`src/design/top_percent_select_macros.svh`:
```
// Assertion macros shared by the percentile select block.
`ifndef TOP_PERCENT_SELECT_MACROS_SVH
`define TOP_PERCENT_SELECT_MACROS_SVH

// Same-cycle implication checked on every rising edge outside reset.
`define TPS_ASSERT_IMPL(label, clk, rst, ante, cons) \
  label: assert property (@(posedge clk) disable iff (rst) (ante) |-> (cons)) \
    else $error("percent select: same-cycle check failed");

// Next-cycle implication checked on every rising edge outside reset.
`define TPS_ASSERT_NEXT(label, clk, rst, ante, cons) \
  label: assert property (@(posedge clk) disable iff (rst) (ante) |=> (cons)) \
    else $error("percent select: next-cycle check failed");

`endif

```
`src/design/tps_pkg.sv`:
```
// Types, constants and helpers shared by the percentile select block.
`timescale 1ns / 1ps
package tps_pkg;

  localparam int CNT_W       = 7;
  localparam int IDX_W       = 6;
  localparam int VAL_W       = 32;
  localparam int PCT_W       = 7;
  localparam logic [PCT_W-1:0] PCT_RESET = 7'd100;
  localparam logic [PCT_W-1:0] FULL_PCT  = 7'd100;

  // k = (n * p + 99) / 100, the division done as a multiply by 2^20 / 100.
  localparam int PROD_W      = 13;
  localparam int RECIP_W     = 14;
  localparam int RECIP_SHIFT = 20;
  localparam int Q_W         = PROD_W + RECIP_W;
  localparam logic [PROD_W-1:0]  ROUND_UP = 13'd99;
  localparam logic [RECIP_W-1:0] RECIP    = 14'd10486;

  typedef struct packed {
    logic signed [VAL_W-1:0] intensity;
    logic                    last;
  } item_t;

  typedef struct packed {
    logic [IDX_W-1:0] item_index;
    logic [CNT_W-1:0] selected_count;
    logic             empty_res;
    logic             last_res;
  } result_t;

  typedef struct packed {
    logic load;
    logic mult;
    logic div;
    logic cand_rd;
    logic cand_latch;
    logic scan_rd;
    logic take_thr;
    logic next_cand;
    logic emit_rd;
    logic emit_sel;
    logic next_emit;
    logic emit_empty;
  } tps_cmd_t;

  typedef struct packed {
    logic zero_sel;
    logic scan_last;
    logic found;
    logic cand_last;
    logic hit;
    logic out_free;
    logic emit_last;
    logic sel_done;
  } tps_status_t;

  // Flipping the sign bit makes unsigned order match signed order.
  function automatic logic [VAL_W-1:0] order_key(input logic [VAL_W-1:0] v);
    order_key = {~v[VAL_W-1], v[VAL_W-2:0]};
  endfunction

endpackage

```
`src/design/tps_datapath.sv`:
```
// Value store, threshold search counters and result register.
`timescale 1ns / 1ps
module tps_datapath #(
  parameter int MAX_ITEMS = 64
) (
  input  logic                  clk,
  input  logic                  rst,
  input  tps_pkg::item_t        item,
  input  logic                  percent_valid,
  input  logic [6:0]            percent_data,
  input  tps_pkg::tps_cmd_t     cmd,
  output tps_pkg::tps_status_t  st,
  output logic                  result_valid,
  input  logic                  result_stall,
  output tps_pkg::result_t      result
);
  import tps_pkg::*;

  localparam int ADDR_W = (MAX_ITEMS > 1) ? $clog2(MAX_ITEMS) : 1;

  logic [VAL_W-1:0]  mem [MAX_ITEMS];
  logic [VAL_W-1:0]  rd_data;
  logic [ADDR_W-1:0] rd_addr;
  logic              rd_en;

  logic [PCT_W-1:0]  percent;
  logic [PCT_W-1:0]  p_eff;
  logic [CNT_W-1:0]  count;
  logic [CNT_W-1:0]  count_next;
  logic              store_ok;
  logic [CNT_W-1:0]  n;
  logic [CNT_W-1:0]  n_less;
  logic [PROD_W-1:0] prod;
  logic [Q_W-1:0]    q_full;
  logic [CNT_W-1:0]  k_div;
  logic [CNT_W-1:0]  k;
  logic [CNT_W-1:0]  cand;
  logic [CNT_W-1:0]  j;
  logic [CNT_W-1:0]  greater;
  logic [CNT_W-1:0]  atleast;
  logic [CNT_W-1:0]  tot;
  logic [CNT_W-1:0]  sel;
  logic [CNT_W-1:0]  sel_inc;
  logic [VAL_W-1:0]  cand_key;
  logic [VAL_W-1:0]  thr;
  logic [VAL_W-1:0]  rd_key;
  logic              rv;

  assign store_ok   = count < CNT_W'(MAX_ITEMS);
  assign count_next = store_ok ? count + CNT_W'(1) : count;
  assign p_eff      = (percent > FULL_PCT) ? FULL_PCT : percent;
  assign n_less     = n - CNT_W'(1);
  assign q_full     = Q_W'(prod) * Q_W'(RECIP);
  assign k_div      = q_full[RECIP_SHIFT +: CNT_W];
  assign rd_key     = order_key(rd_data);
  assign sel_inc    = sel + CNT_W'(1);

  assign rd_en   = cmd.cand_rd | cmd.scan_rd | cmd.emit_rd;
  assign rd_addr = cmd.cand_rd ? cand[ADDR_W-1:0] : j[ADDR_W-1:0];

  always_comb begin
    st.zero_sel  = (p_eff == '0) || (n == '0);
    st.scan_last = (j == n_less);
    st.found     = (greater < k) && (k <= atleast);
    st.cand_last = (cand == n_less);
    st.hit       = rd_key >= thr;
    st.out_free  = !result_valid || !result_stall;
    st.emit_last = (j == n_less);
    st.sel_done  = (sel_inc == tot);
  end

  always_ff @(posedge clk) begin
    if (cmd.load && store_ok) mem[count[ADDR_W-1:0]] <= item.intensity;
    if (rd_en) rd_data <= mem[rd_addr];
  end

  always_ff @(posedge clk) begin
    if (rst) begin
      count        <= '0;
      percent      <= PCT_RESET;
      rv           <= 1'b0;
      result_valid <= 1'b0;
    end else begin
      if (percent_valid) percent <= percent_data;
      if (cmd.load) begin
        count <= item.last ? '0 : count_next;
      end
      rv <= cmd.scan_rd;
      if (cmd.emit_sel || cmd.emit_empty) begin
        result_valid <= 1'b1;
      end else if (!result_stall) begin
        result_valid <= 1'b0;
      end
    end
  end

  always_ff @(posedge clk) begin
    if (cmd.load && item.last) n <= count_next;
    if (cmd.mult) prod <= PROD_W'(n) * PROD_W'(p_eff) + ROUND_UP;
    if (cmd.div) begin
      k    <= (k_div > n) ? n : k_div;
      cand <= '0;
    end
    if (cmd.next_cand) cand <= cand + CNT_W'(1);
    if (cmd.cand_latch) begin
      cand_key <= rd_key;
      j        <= '0;
      greater  <= '0;
      atleast  <= '0;
    end
    if (cmd.scan_rd || cmd.next_emit) j <= j + CNT_W'(1);
    if (rv) begin
      if (rd_key > cand_key) greater <= greater + CNT_W'(1);
      if (rd_key >= cand_key) atleast <= atleast + CNT_W'(1);
    end
    // Everything at or above the threshold is selected, so the total is known here.
    if (cmd.take_thr) begin
      thr <= cand_key;
      tot <= atleast;
      j   <= '0;
      sel <= '0;
    end
    if (cmd.emit_sel) begin
      result.item_index     <= j[IDX_W-1:0];
      result.selected_count <= sel_inc;
      result.empty_res      <= 1'b0;
      result.last_res       <= st.sel_done || st.emit_last;
      sel                   <= sel_inc;
    end
    if (cmd.emit_empty) begin
      result.item_index     <= '0;
      result.selected_count <= '0;
      result.empty_res      <= 1'b1;
      result.last_res       <= 1'b1;
    end
  end

endmodule

```
`src/design/tps_controller.sv`:
```
// Sequencer for loading, threshold search and in-order emission.
`timescale 1ns / 1ps
module tps_controller (
  input  logic                  clk,
  input  logic                  rst,
  input  logic                  item_valid,
  input  logic                  item_last,
  output logic                  item_stall,
  input  tps_pkg::tps_status_t  st,
  output tps_pkg::tps_cmd_t     cmd
);
  import tps_pkg::*;

  typedef enum logic [3:0] {
    S_LOAD,
    S_MULT,
    S_DIV,
    S_CAND_RD,
    S_CAND_LATCH,
    S_SCAN,
    S_DRAIN,
    S_DECIDE,
    S_EMIT_RD,
    S_EMIT_CHK,
    S_EMPTY
  } state_t;

  state_t state;
  state_t state_next;
  logic   accept;

  assign item_stall = (state != S_LOAD);
  assign accept     = item_valid && !item_stall;

  always_comb begin
    cmd        = '0;
    state_next = state;
    unique case (state)
      S_LOAD: begin
        cmd.load = accept;
        if (accept && item_last) state_next = S_MULT;
      end
      S_MULT: begin
        cmd.mult   = 1'b1;
        state_next = st.zero_sel ? S_EMPTY : S_DIV;
      end
      S_DIV: begin
        cmd.div    = 1'b1;
        state_next = S_CAND_RD;
      end
      S_CAND_RD: begin
        cmd.cand_rd = 1'b1;
        state_next  = S_CAND_LATCH;
      end
      S_CAND_LATCH: begin
        cmd.cand_latch = 1'b1;
        state_next     = S_SCAN;
      end
      S_SCAN: begin
        cmd.scan_rd = 1'b1;
        if (st.scan_last) state_next = S_DRAIN;
      end
      S_DRAIN: begin
        state_next = S_DECIDE;
      end
      S_DECIDE: begin
        if (st.found || st.cand_last) begin
          cmd.take_thr = 1'b1;
          state_next   = S_EMIT_RD;
        end else begin
          cmd.next_cand = 1'b1;
          state_next    = S_CAND_RD;
        end
      end
      S_EMIT_RD: begin
        cmd.emit_rd = 1'b1;
        state_next  = S_EMIT_CHK;
      end
      S_EMIT_CHK: begin
        if (st.hit) begin
          if (st.out_free) begin
            cmd.emit_sel = 1'b1;
            if (st.emit_last || st.sel_done) begin
              state_next = S_LOAD;
            end else begin
              cmd.next_emit = 1'b1;
              state_next    = S_EMIT_RD;
            end
          end
        end else if (st.emit_last) begin
          state_next = S_LOAD;
        end else begin
          cmd.next_emit = 1'b1;
          state_next    = S_EMIT_RD;
        end
      end
      S_EMPTY: begin
        if (st.out_free) begin
          cmd.emit_empty = 1'b1;
          state_next     = S_LOAD;
        end
      end
      default: begin
        state_next = S_LOAD;
      end
    endcase
  end

  always_ff @(posedge clk) begin
    if (rst) begin
      state <= S_LOAD;
    end else begin
      state <= state_next;
    end
  end

endmodule

```
`src/design/top_percent_select.sv`:
```
// Top level of the percentile threshold select block.
//
// Items arrive on the item channel (item_valid / item_stall) and are stored in
// load order, one per cycle while loading, until an item with last set closes
// the set. Items past MAX_ITEMS are dropped, but their last mark still closes
// the set. The share to keep is written on the percent channel (percent_valid /
// percent_ready, always ready); the user must write it only while the block is
// idle, not enforced by the block. Reset sets it to 100. After the closing
// item the block stalls its input, works out k = ceil(n * percent / 100) in a
// multiply and a divide state, then searches for the k-th largest value; the
// single read port of the value store is swept once per candidate. Emission
// then reads the store again, each item in a read and a check state, and
// issues one request on the result channel for every value at or above the
// threshold, in load order, last_res marking the final one. With percent zero
// one empty request is given instead. A stalled result holds in the output
// register and the sweep waits; the next set may start loading while the final
// request still waits. Reset returns to loading, empty store.
`timescale 1ns / 1ps
`include "top_percent_select_macros.svh"
module top_percent_select #(
  parameter int MAX_ITEMS = 64
) (
  input  logic             clk,
  input  logic             rst,
  input  logic             item_valid,
  output logic             item_stall,
  input  tps_pkg::item_t   item,
  input  logic             percent_valid,
  output logic             percent_ready,
  input  logic [6:0]       percent_data,
  output logic             result_valid,
  input  logic             result_stall,
  output tps_pkg::result_t result
);
  import tps_pkg::*;

  tps_cmd_t    cmd;
  tps_status_t st;

  assign percent_ready = 1'b1;

  tps_controller u_ctrl (
    .clk        (clk),
    .rst        (rst),
    .item_valid (item_valid),
    .item_last  (item.last),
    .item_stall (item_stall),
    .st         (st),
    .cmd        (cmd)
  );

  tps_datapath #(
    .MAX_ITEMS (MAX_ITEMS)
  ) u_dp (
    .clk           (clk),
    .rst           (rst),
    .item          (item),
    .percent_valid (percent_valid && percent_ready),
    .percent_data  (percent_data),
    .cmd           (cmd),
    .st            (st),
    .result_valid  (result_valid),
    .result_stall  (result_stall),
    .result        (result)
  );

  `TPS_ASSERT_IMPL(a_empty_shape, clk, rst, result_valid && result.empty_res, result.last_res && (result.selected_count == '0))
  `TPS_ASSERT_IMPL(a_sel_count, clk, rst, result_valid && !result.empty_res, result.selected_count != '0)
  `TPS_ASSERT_NEXT(a_close_stalls, clk, rst, item_valid && !item_stall && item.last, item_stall)

endmodule

```
`config.mk`:
```
export PLATFORM = sky130hd
export DESIGN_NAME = top_percent_select
export DESIGN_NICKNAME = d
export VERILOG_FILES = /design/src/design/tps_pkg.sv /design/src/design/tps_datapath.sv /design/src/design/tps_controller.sv /design/src/design/top_percent_select.sv
export VERILOG_INCLUDE_DIRS = /design/src /design/src/design
export SDC_FILE = /design/constraint.sdc
export NUM_CORES = 2
export LEC_CHECK = 0
export BUFFER_PORTS_ARGS = -buffer_cell sky130_fd_sc_hd__buf_4
export CORE_MARGIN = 4
export CORE_UTILIZATION = 50
export CTS_CLUSTER_DIAMETER = 30
export DETAILED_ROUTE_END_ITERATION = 7
export GPL_TIMING_DRIVEN = 0
export PLACE_DENSITY = 0.62
export SLEW_MARGIN = 0
export SYNTH_ARGS = -nofsm -noshare
export SYNTH_HDL_FRONTEND = slang
export SYNTH_HIERARCHICAL = 1
export SYNTH_SLANG_ARGS = --single-unit
```
`constraint.sdc`:
```
create_clock -name clk -period 11.1 [get_ports clk]
set_input_delay 2.22 -clock clk [delete_from_list [all_inputs] [get_ports clk]]
set_output_delay 2.22 -clock clk [all_outputs]
set_load 0.005 [all_outputs]
```
Yosys cells after proc, flatten, opt, wreduce, memory -nomap -nowiden
Memories as Yosys holds them, arrays and structs flattened. A register that Yosys moved wholly into a read port is not among the register bits.
Cells that the tools add are included.
{"block": "word_totals", "ff_bits": 168, "ram_bits": 2048, "out_inout_bits": 18, "memories": 1}
{"name": "u_dp.mem", "depth": 64, "word_bits": 32, "read_ports": 1, "rd_clocked_by_memory_dff": 1, "wr": 1, "line_no": "tps_datapath.sv:21", "rtl": "logic [VAL_W-1:0] mem [MAX_ITEMS];"}
{"block": "op_classes", "n_addsub": 8, "mul": 2, "magnitude_cmp": 8, "eq_ne": 18, "n_mux": 49, "bitwise_logic": 3, "reduce_logical": 22}
{"operator": "$mux W7", "count": 16}
{"operator": "$ge A32 B32 Y1", "count": 2}
{"operator": "$pmux W4 S11", "count": 1}
{"operator": "$add A7 B1 Y7 const B", "count": 6}
{"operator": "$mux W4", "count": 9}
{"operator": "$gt A32 B32 Y1", "count": 1}
{"operator": "$mul A13 B13 Y26 const B", "count": 1}
{"operator": "$eq A7 B7 Y1", "count": 3}
{"operator": "$mux W1", "count": 19}
{"operator": "$eq A4 B3 Y1 const B", "count": 4}
{"operator": "$logic_not A7 Y1", "count": 2}
{"operator": "$add A13 B7 Y13 const B", "count": 1}
{"operator": "$mul A7 B7 Y13", "count": 1}
{"operator": "$eq A4 B4 Y1 const B", "count": 3}
{"operator": "$eq A4 B2 Y1 const B", "count": 2}
{"operator": "$gt A7 B7 Y1", "count": 1}
{"operator": "$gt A7 B7 Y1 const B", "count": 1}
{"operator": "$le A7 B7 Y1", "count": 1}
{"operator": "$lt A7 B7 Y1", "count": 1}
{"operator": "$lt A7 B7 Y1 const B", "count": 1}
{"operator": "$sub A7 B1 Y7 const B", "count": 1}
{"operator": "$logic_or A1 B1 Y1", "count": 6}
{"operator": "$mux W2", "count": 3}
{"operator": "$mux W6", "count": 1}
{"operator": "12 further kinds", "count": 23}

Logic depth before layout (Yosys ltp)
{"block": "depth", "word_depth": 9, "ltp_mapped": 26, "depth_no_buf": 26}

By module
The synthesis kept the hierarchy.
{"module": "tps_datapath", "n_inst": 1, "cells_each": 6924, "area_per_inst_um2": 93453.4, "seq_area_each_um2": 66864.1}
{"module": "tps_controller", "n_inst": 1, "cells_each": 58, "area_per_inst_um2": 426.7, "seq_area_each_um2": 80.1}
{"module": "top_percent_select", "n_inst": 1, "cells_each": 2, "area_per_inst_um2": 11.3, "seq_area_each_um2": 0.0}

Worst setup path before layout
No wires, ideal clock.
{"block": "synth_path", "path_kind": "register to register", "from": "register u_dp.prod[10]", "to": "register u_dp.k[1] (data pin)", "setup_ps": 260, "t_arrival_ps": 5696, "t_required_ps": 10840, "setup_slack_ps": 5144, "path_stages_with_launch": 25, "period_less_slack_ps": 5956, "cell_sequence": "edfxtp_1 -> fa_1 -> ha_1 -> inv_1 -> fa_1 -> inv_1 -> fa_1 -> inv_1 -> fa_1 -> inv_1 -> ha_1 -> nand4_1 -> nor4_1 -> a32oi_1 -> a31oi_1 -> o22ai_1 -> xnor2_1 -> ha_1 -> a21oi_1 -> nor2b_1 -> o21ai_0 -> o21ai_0 -> nor2_1 -> o21bai_1 -> mux2_2"}
{"block": "synth_via", "elab_chain_cells": 3}
{"element": "start: declaration", "line_no": "tps_datapath.sv:33", "rtl": "logic [PROD_W-1:0] prod;"}
{"element": "start signal: assignment", "line_no": "tps_datapath.sv:99", "rtl": "if (cmd.mult) prod <= PROD_W'(n) * PROD_W'(p_eff) + ROUND_UP;"}
{"element": "$mul A13 B13 Y26 *", "line_no": "tps_datapath.sv:53", "rtl": "assign q_full = Q_W'(prod) * Q_W'(RECIP);"}
{"element": "$gt A7 B7 Y1", "line_no": "tps_datapath.sv:101", "rtl": "k <= (k_div > n) ? n : k_div;"}
{"element": "$mux W7 *", "line_no": "tps_datapath.sv:101"}
{"element": "end signal: assignment", "line_no": "tps_datapath.sv:101"}
{"element": "end: declaration", "line_no": "tps_datapath.sv:36", "rtl": "logic [CNT_W-1:0] k;"}
Every way passes the cells marked *; elsewhere a longest branch is shown, timed or not.
A chain may end at the register's enable or synchronous reset.

==> metrics.txt <==
Total Neg Setup Slack=0 ns; Post-synth EDFFs=2192; most frequent cells in the layout=edfxtp_1 (2192), nand2_1 (1595), a21oi_1 (812); Top delay family on crit path=simple AND/OR/NAND/NOR gates; crit path max fanout=11; post-place setup slack=4.41 ns; Clock Tree Buf Depth=4; largest cells by area after synthesis=edfxtp_1 (70%), nand2_1 (6.4%), a21oi_1 (4.3%); starting density of the core=50.5%; run status=complete, but fails checks; Hold Path Depth=0; CP max stage cell=nor4_1; cell area after layout=115000 um^2; Setup crit start kind=flop; Worst Path Buf+Inv=4; leading area contributor after synthesis=edfxtp_1; failing checks=max-capacitance violations, max-slew violations; die area=195000 um^2; Crit path arrival time=7.47 ns; die width=441 um; fin nets=7910; post-synth net total=7327; Worst Path Required=11.75 ns; Top-Level Pins=63; max-slew violations=58; layout cells sized above 1=14.0%; largest net degree at the start of global routing=65; drt wl/cell=31.1 um; worst hold path type=flop to flop; Async S/R FF share, synth=0%; initial antenna violation count=39; commonest non-fill, non-tap cell in the layout=edfxtp_1; Vias=65200; syn avg cell area=13.4 um^2; Rows=158; Critical Path Most Common Cell=buf_2; clock root cell=clkbuf_16; cell area power density=328 nW/um^2; global-route wire length before repair=449 mm; Reg-to-Reg End=u_dp/rd_data[19]; htree depth=5; Yosys Warn Count=6; vias per cell=6.22; DRC=0; Slew HR=-18.2%; CP endpoint kind=flop; die span in y=441 um; Resize count post-CTS=0; hold path startpoint=u_dp/rd_data[0]; Fin. Hold Viols=0; post-synthesis sequential area ratio=71.3%; vias in the first global route=61500; clock transition at the registers of the reported paths=0.05 ns; Synth Flop Type=edfxtp_1; Synth top area share=70.1%; GPL Wtd Cong=1.22; Core Box Area=186000 um^2; clock skew=0.0488 ns; CP Cell Sequence=buf_2, nand2_1, nor3_1, buf_4, nor3b_1, a31oi_2, buf_2, clkbuf_1, a21oi_1, nor4_1, a211oi_1, or4_1; DRT antenna net count=0; CP max stage delay=1.14 ns; worst vdd ir=0.000560 V; Unique masters post-synth=68; Gate Count Post-Synth=6984; r2r setup slk=4.28 ns; post-layout util=61.8%; LEAKAGE=41.2 nW; GRT Resource Usage Total=32.9%; Reg2Reg Launch Point=u_ctrl/state[1]; RSZ-0062 raised after global routing=false; Worst Tran Pin Value=1.76 ns; CTS buffer count=445; post-synthesis sequential element count=2248; synthesized area=93900 um^2; crit path kind=flop to flop; Post-DP HPWL=213 mm; DP Area=99600 um^2; overall power=0.0377 W; Worst R2R Path Depth=12; clock sinks=2248; GR Overflow Total=0; endpoints failing setup=0; fmax=147 MHz; final wirelength=325 mm; Setup Fix Bufs, Post-CTS=0; post-route fraction of the period consumed by the critical path=61.4%; Tmin final=6.82 ns; Detailed Routing Iterations Pass 1=8; Clock Latency Late Sink=0.96 ns; Starting DRT DRC Count=9263; WHS Endpoint=u_dp/cand_key[0]; area grow syn2layout=22.4%; Final WS setup=4.28 ns; port buffer count=60; CTS Hold Bufs=0; max-cap violations=24; TritonCTS clock tree=done
[power breakdown]
part	switching [W]	internal (W)	total [W]
Clock	0.00434	0.00902	0.0134
Combinational	0.0101	0.00444	0.0145
Sequential	0.000153	0.00965	0.00980
[cells by family after synthesis]
family / count (synthesis) / synth area share [%]
buffers and inverters: 642 / 2.81
flip-flops: 2248 / 71.3
multiplexers: 287 / 3.08
adder cells (fa/ha/maj): 298 / 4.63
other: 1 / 0.00399
AND/OR/NAND/NOR: 2229 / 10.2
XOR/XNOR: 64 / 0.597
AO/OA/AOI/OAI: 1215 / 7.34
[how the worst max path moves through the flow]
stage / to / start / cells past startpoint / slack (ns)
floorplan: u_dp/k[1] / u_dp/prod[10] / 24 / 5.14
global placement: u_dp/mem[32][13] / item_valid / 5 / 3.28
detailed placement: u_dp/k[5] / u_dp/prod[10] / 24 / 4.41
CTS: u_dp/k[5] / u_dp/prod[10] / 24 / 4.35
global route: u_dp/k[5] / u_dp/prod[10] / 24 / 3.89
finish: u_dp/rd_data[19] / u_ctrl/state[1] / 12 / 4.28
[registers in the layout, indices dropped and copies added, names as in the netlist]
name	cells
u_ctrl/state	4
u_dp/atleast	7
u_dp/cand	7
u_dp/cand_key	32
u_dp/count	7
u_dp/greater	7
u_dp/j	7
u_dp/k	7
u_dp/mem	2048
u_dp/n	7
u_dp/percent	7
u_dp/prod	13
u_dp/rd_data	32
u_dp/result	15
u_dp/result_valid	1
u_dp/rv	1
u_dp/sel	7
u_dp/thr	32
u_dp/tot	7
[synthesized netlist by cell type, drive strengths merged, types with 4 or more instances]
| library cell | number |
|---|---|
| edfxtp | 2192 |
| nand2 | 1595 |
| a21oi | 813 |
| mux2i | 273 |
| nor4 | 259 |
| inv | 253 |
| clkbuf | 230 |
| ha | 215 |
| buf | 158 |
| a211oi | 146 |
| nor2 | 144 |
| o22ai | 132 |
| fa | 83 |
| dfxtp | 56 |
| nand3 | 39 |
| xnor2 | 38 |
| o21ai | 35 |
| or4 | 33 |
| and2 | 27 |
| xor2 | 26 |
| nor2b | 25 |
| a21o | 23 |
| nor3 | 23 |
| and3 | 19 |
| a31oi | 18 |
| mux2 | 14 |
| nand4 | 14 |
| nor3b | 12 |
| nand2b | 10 |
| nand3b | 9 |
| or3 | 9 |
| a2111oi | 8 |
| o21a | 7 |
| o211ai | 6 |
| or2 | 6 |
| a211o | 4 |
[area by class of cell]
class,instances,area [um^2]
Antenna cell,80,200
Buffer,388,1690
Clock buffer,489,11400
Clock inverter,313,3670
Fill cell,13900,71100
Inverter,254,953
Multi-Input combinational cell,4094,25000
Sequential cell,2248,66900
Tap cell,2480,3100
Timing Repair Buffer,136,1970
[per-layer routing]
metal	GRT usage (%)	vias to the layer above	wire [um]
li1	-	27100	-
met1	42.6	32400	120000
met2	49.0	4702	142000
met3	9.59	955	39300
met4	20.3	14	23700
met5	0	-	440
[worst register-to-register path, cell delays in order (launching register included)]
cell and delay [ns]:
dfxtp_1 0.39, buf_2 0.26, nand2_1 0.11, nor3_1 0.52
buf_4 0.30, nor3b_1 0.07, a31oi_2 0.57, buf_2 0.55
clkbuf_1 1.08, a21oi_1 0.08, nor4_1 1.14, a211oi_1 0.66
or4_1 0.79
[per-stage QoR]
step                      hold slack, ns  cells
after floorplan                    0.426   6984
after global placement             0.429   9524
after detailed placement           0.434   9600
after CTS                          0.420  10400
after global routing               0.429  10400
final                              0.428  10500
No activity file was read; power rests on OpenSTA's default activity.
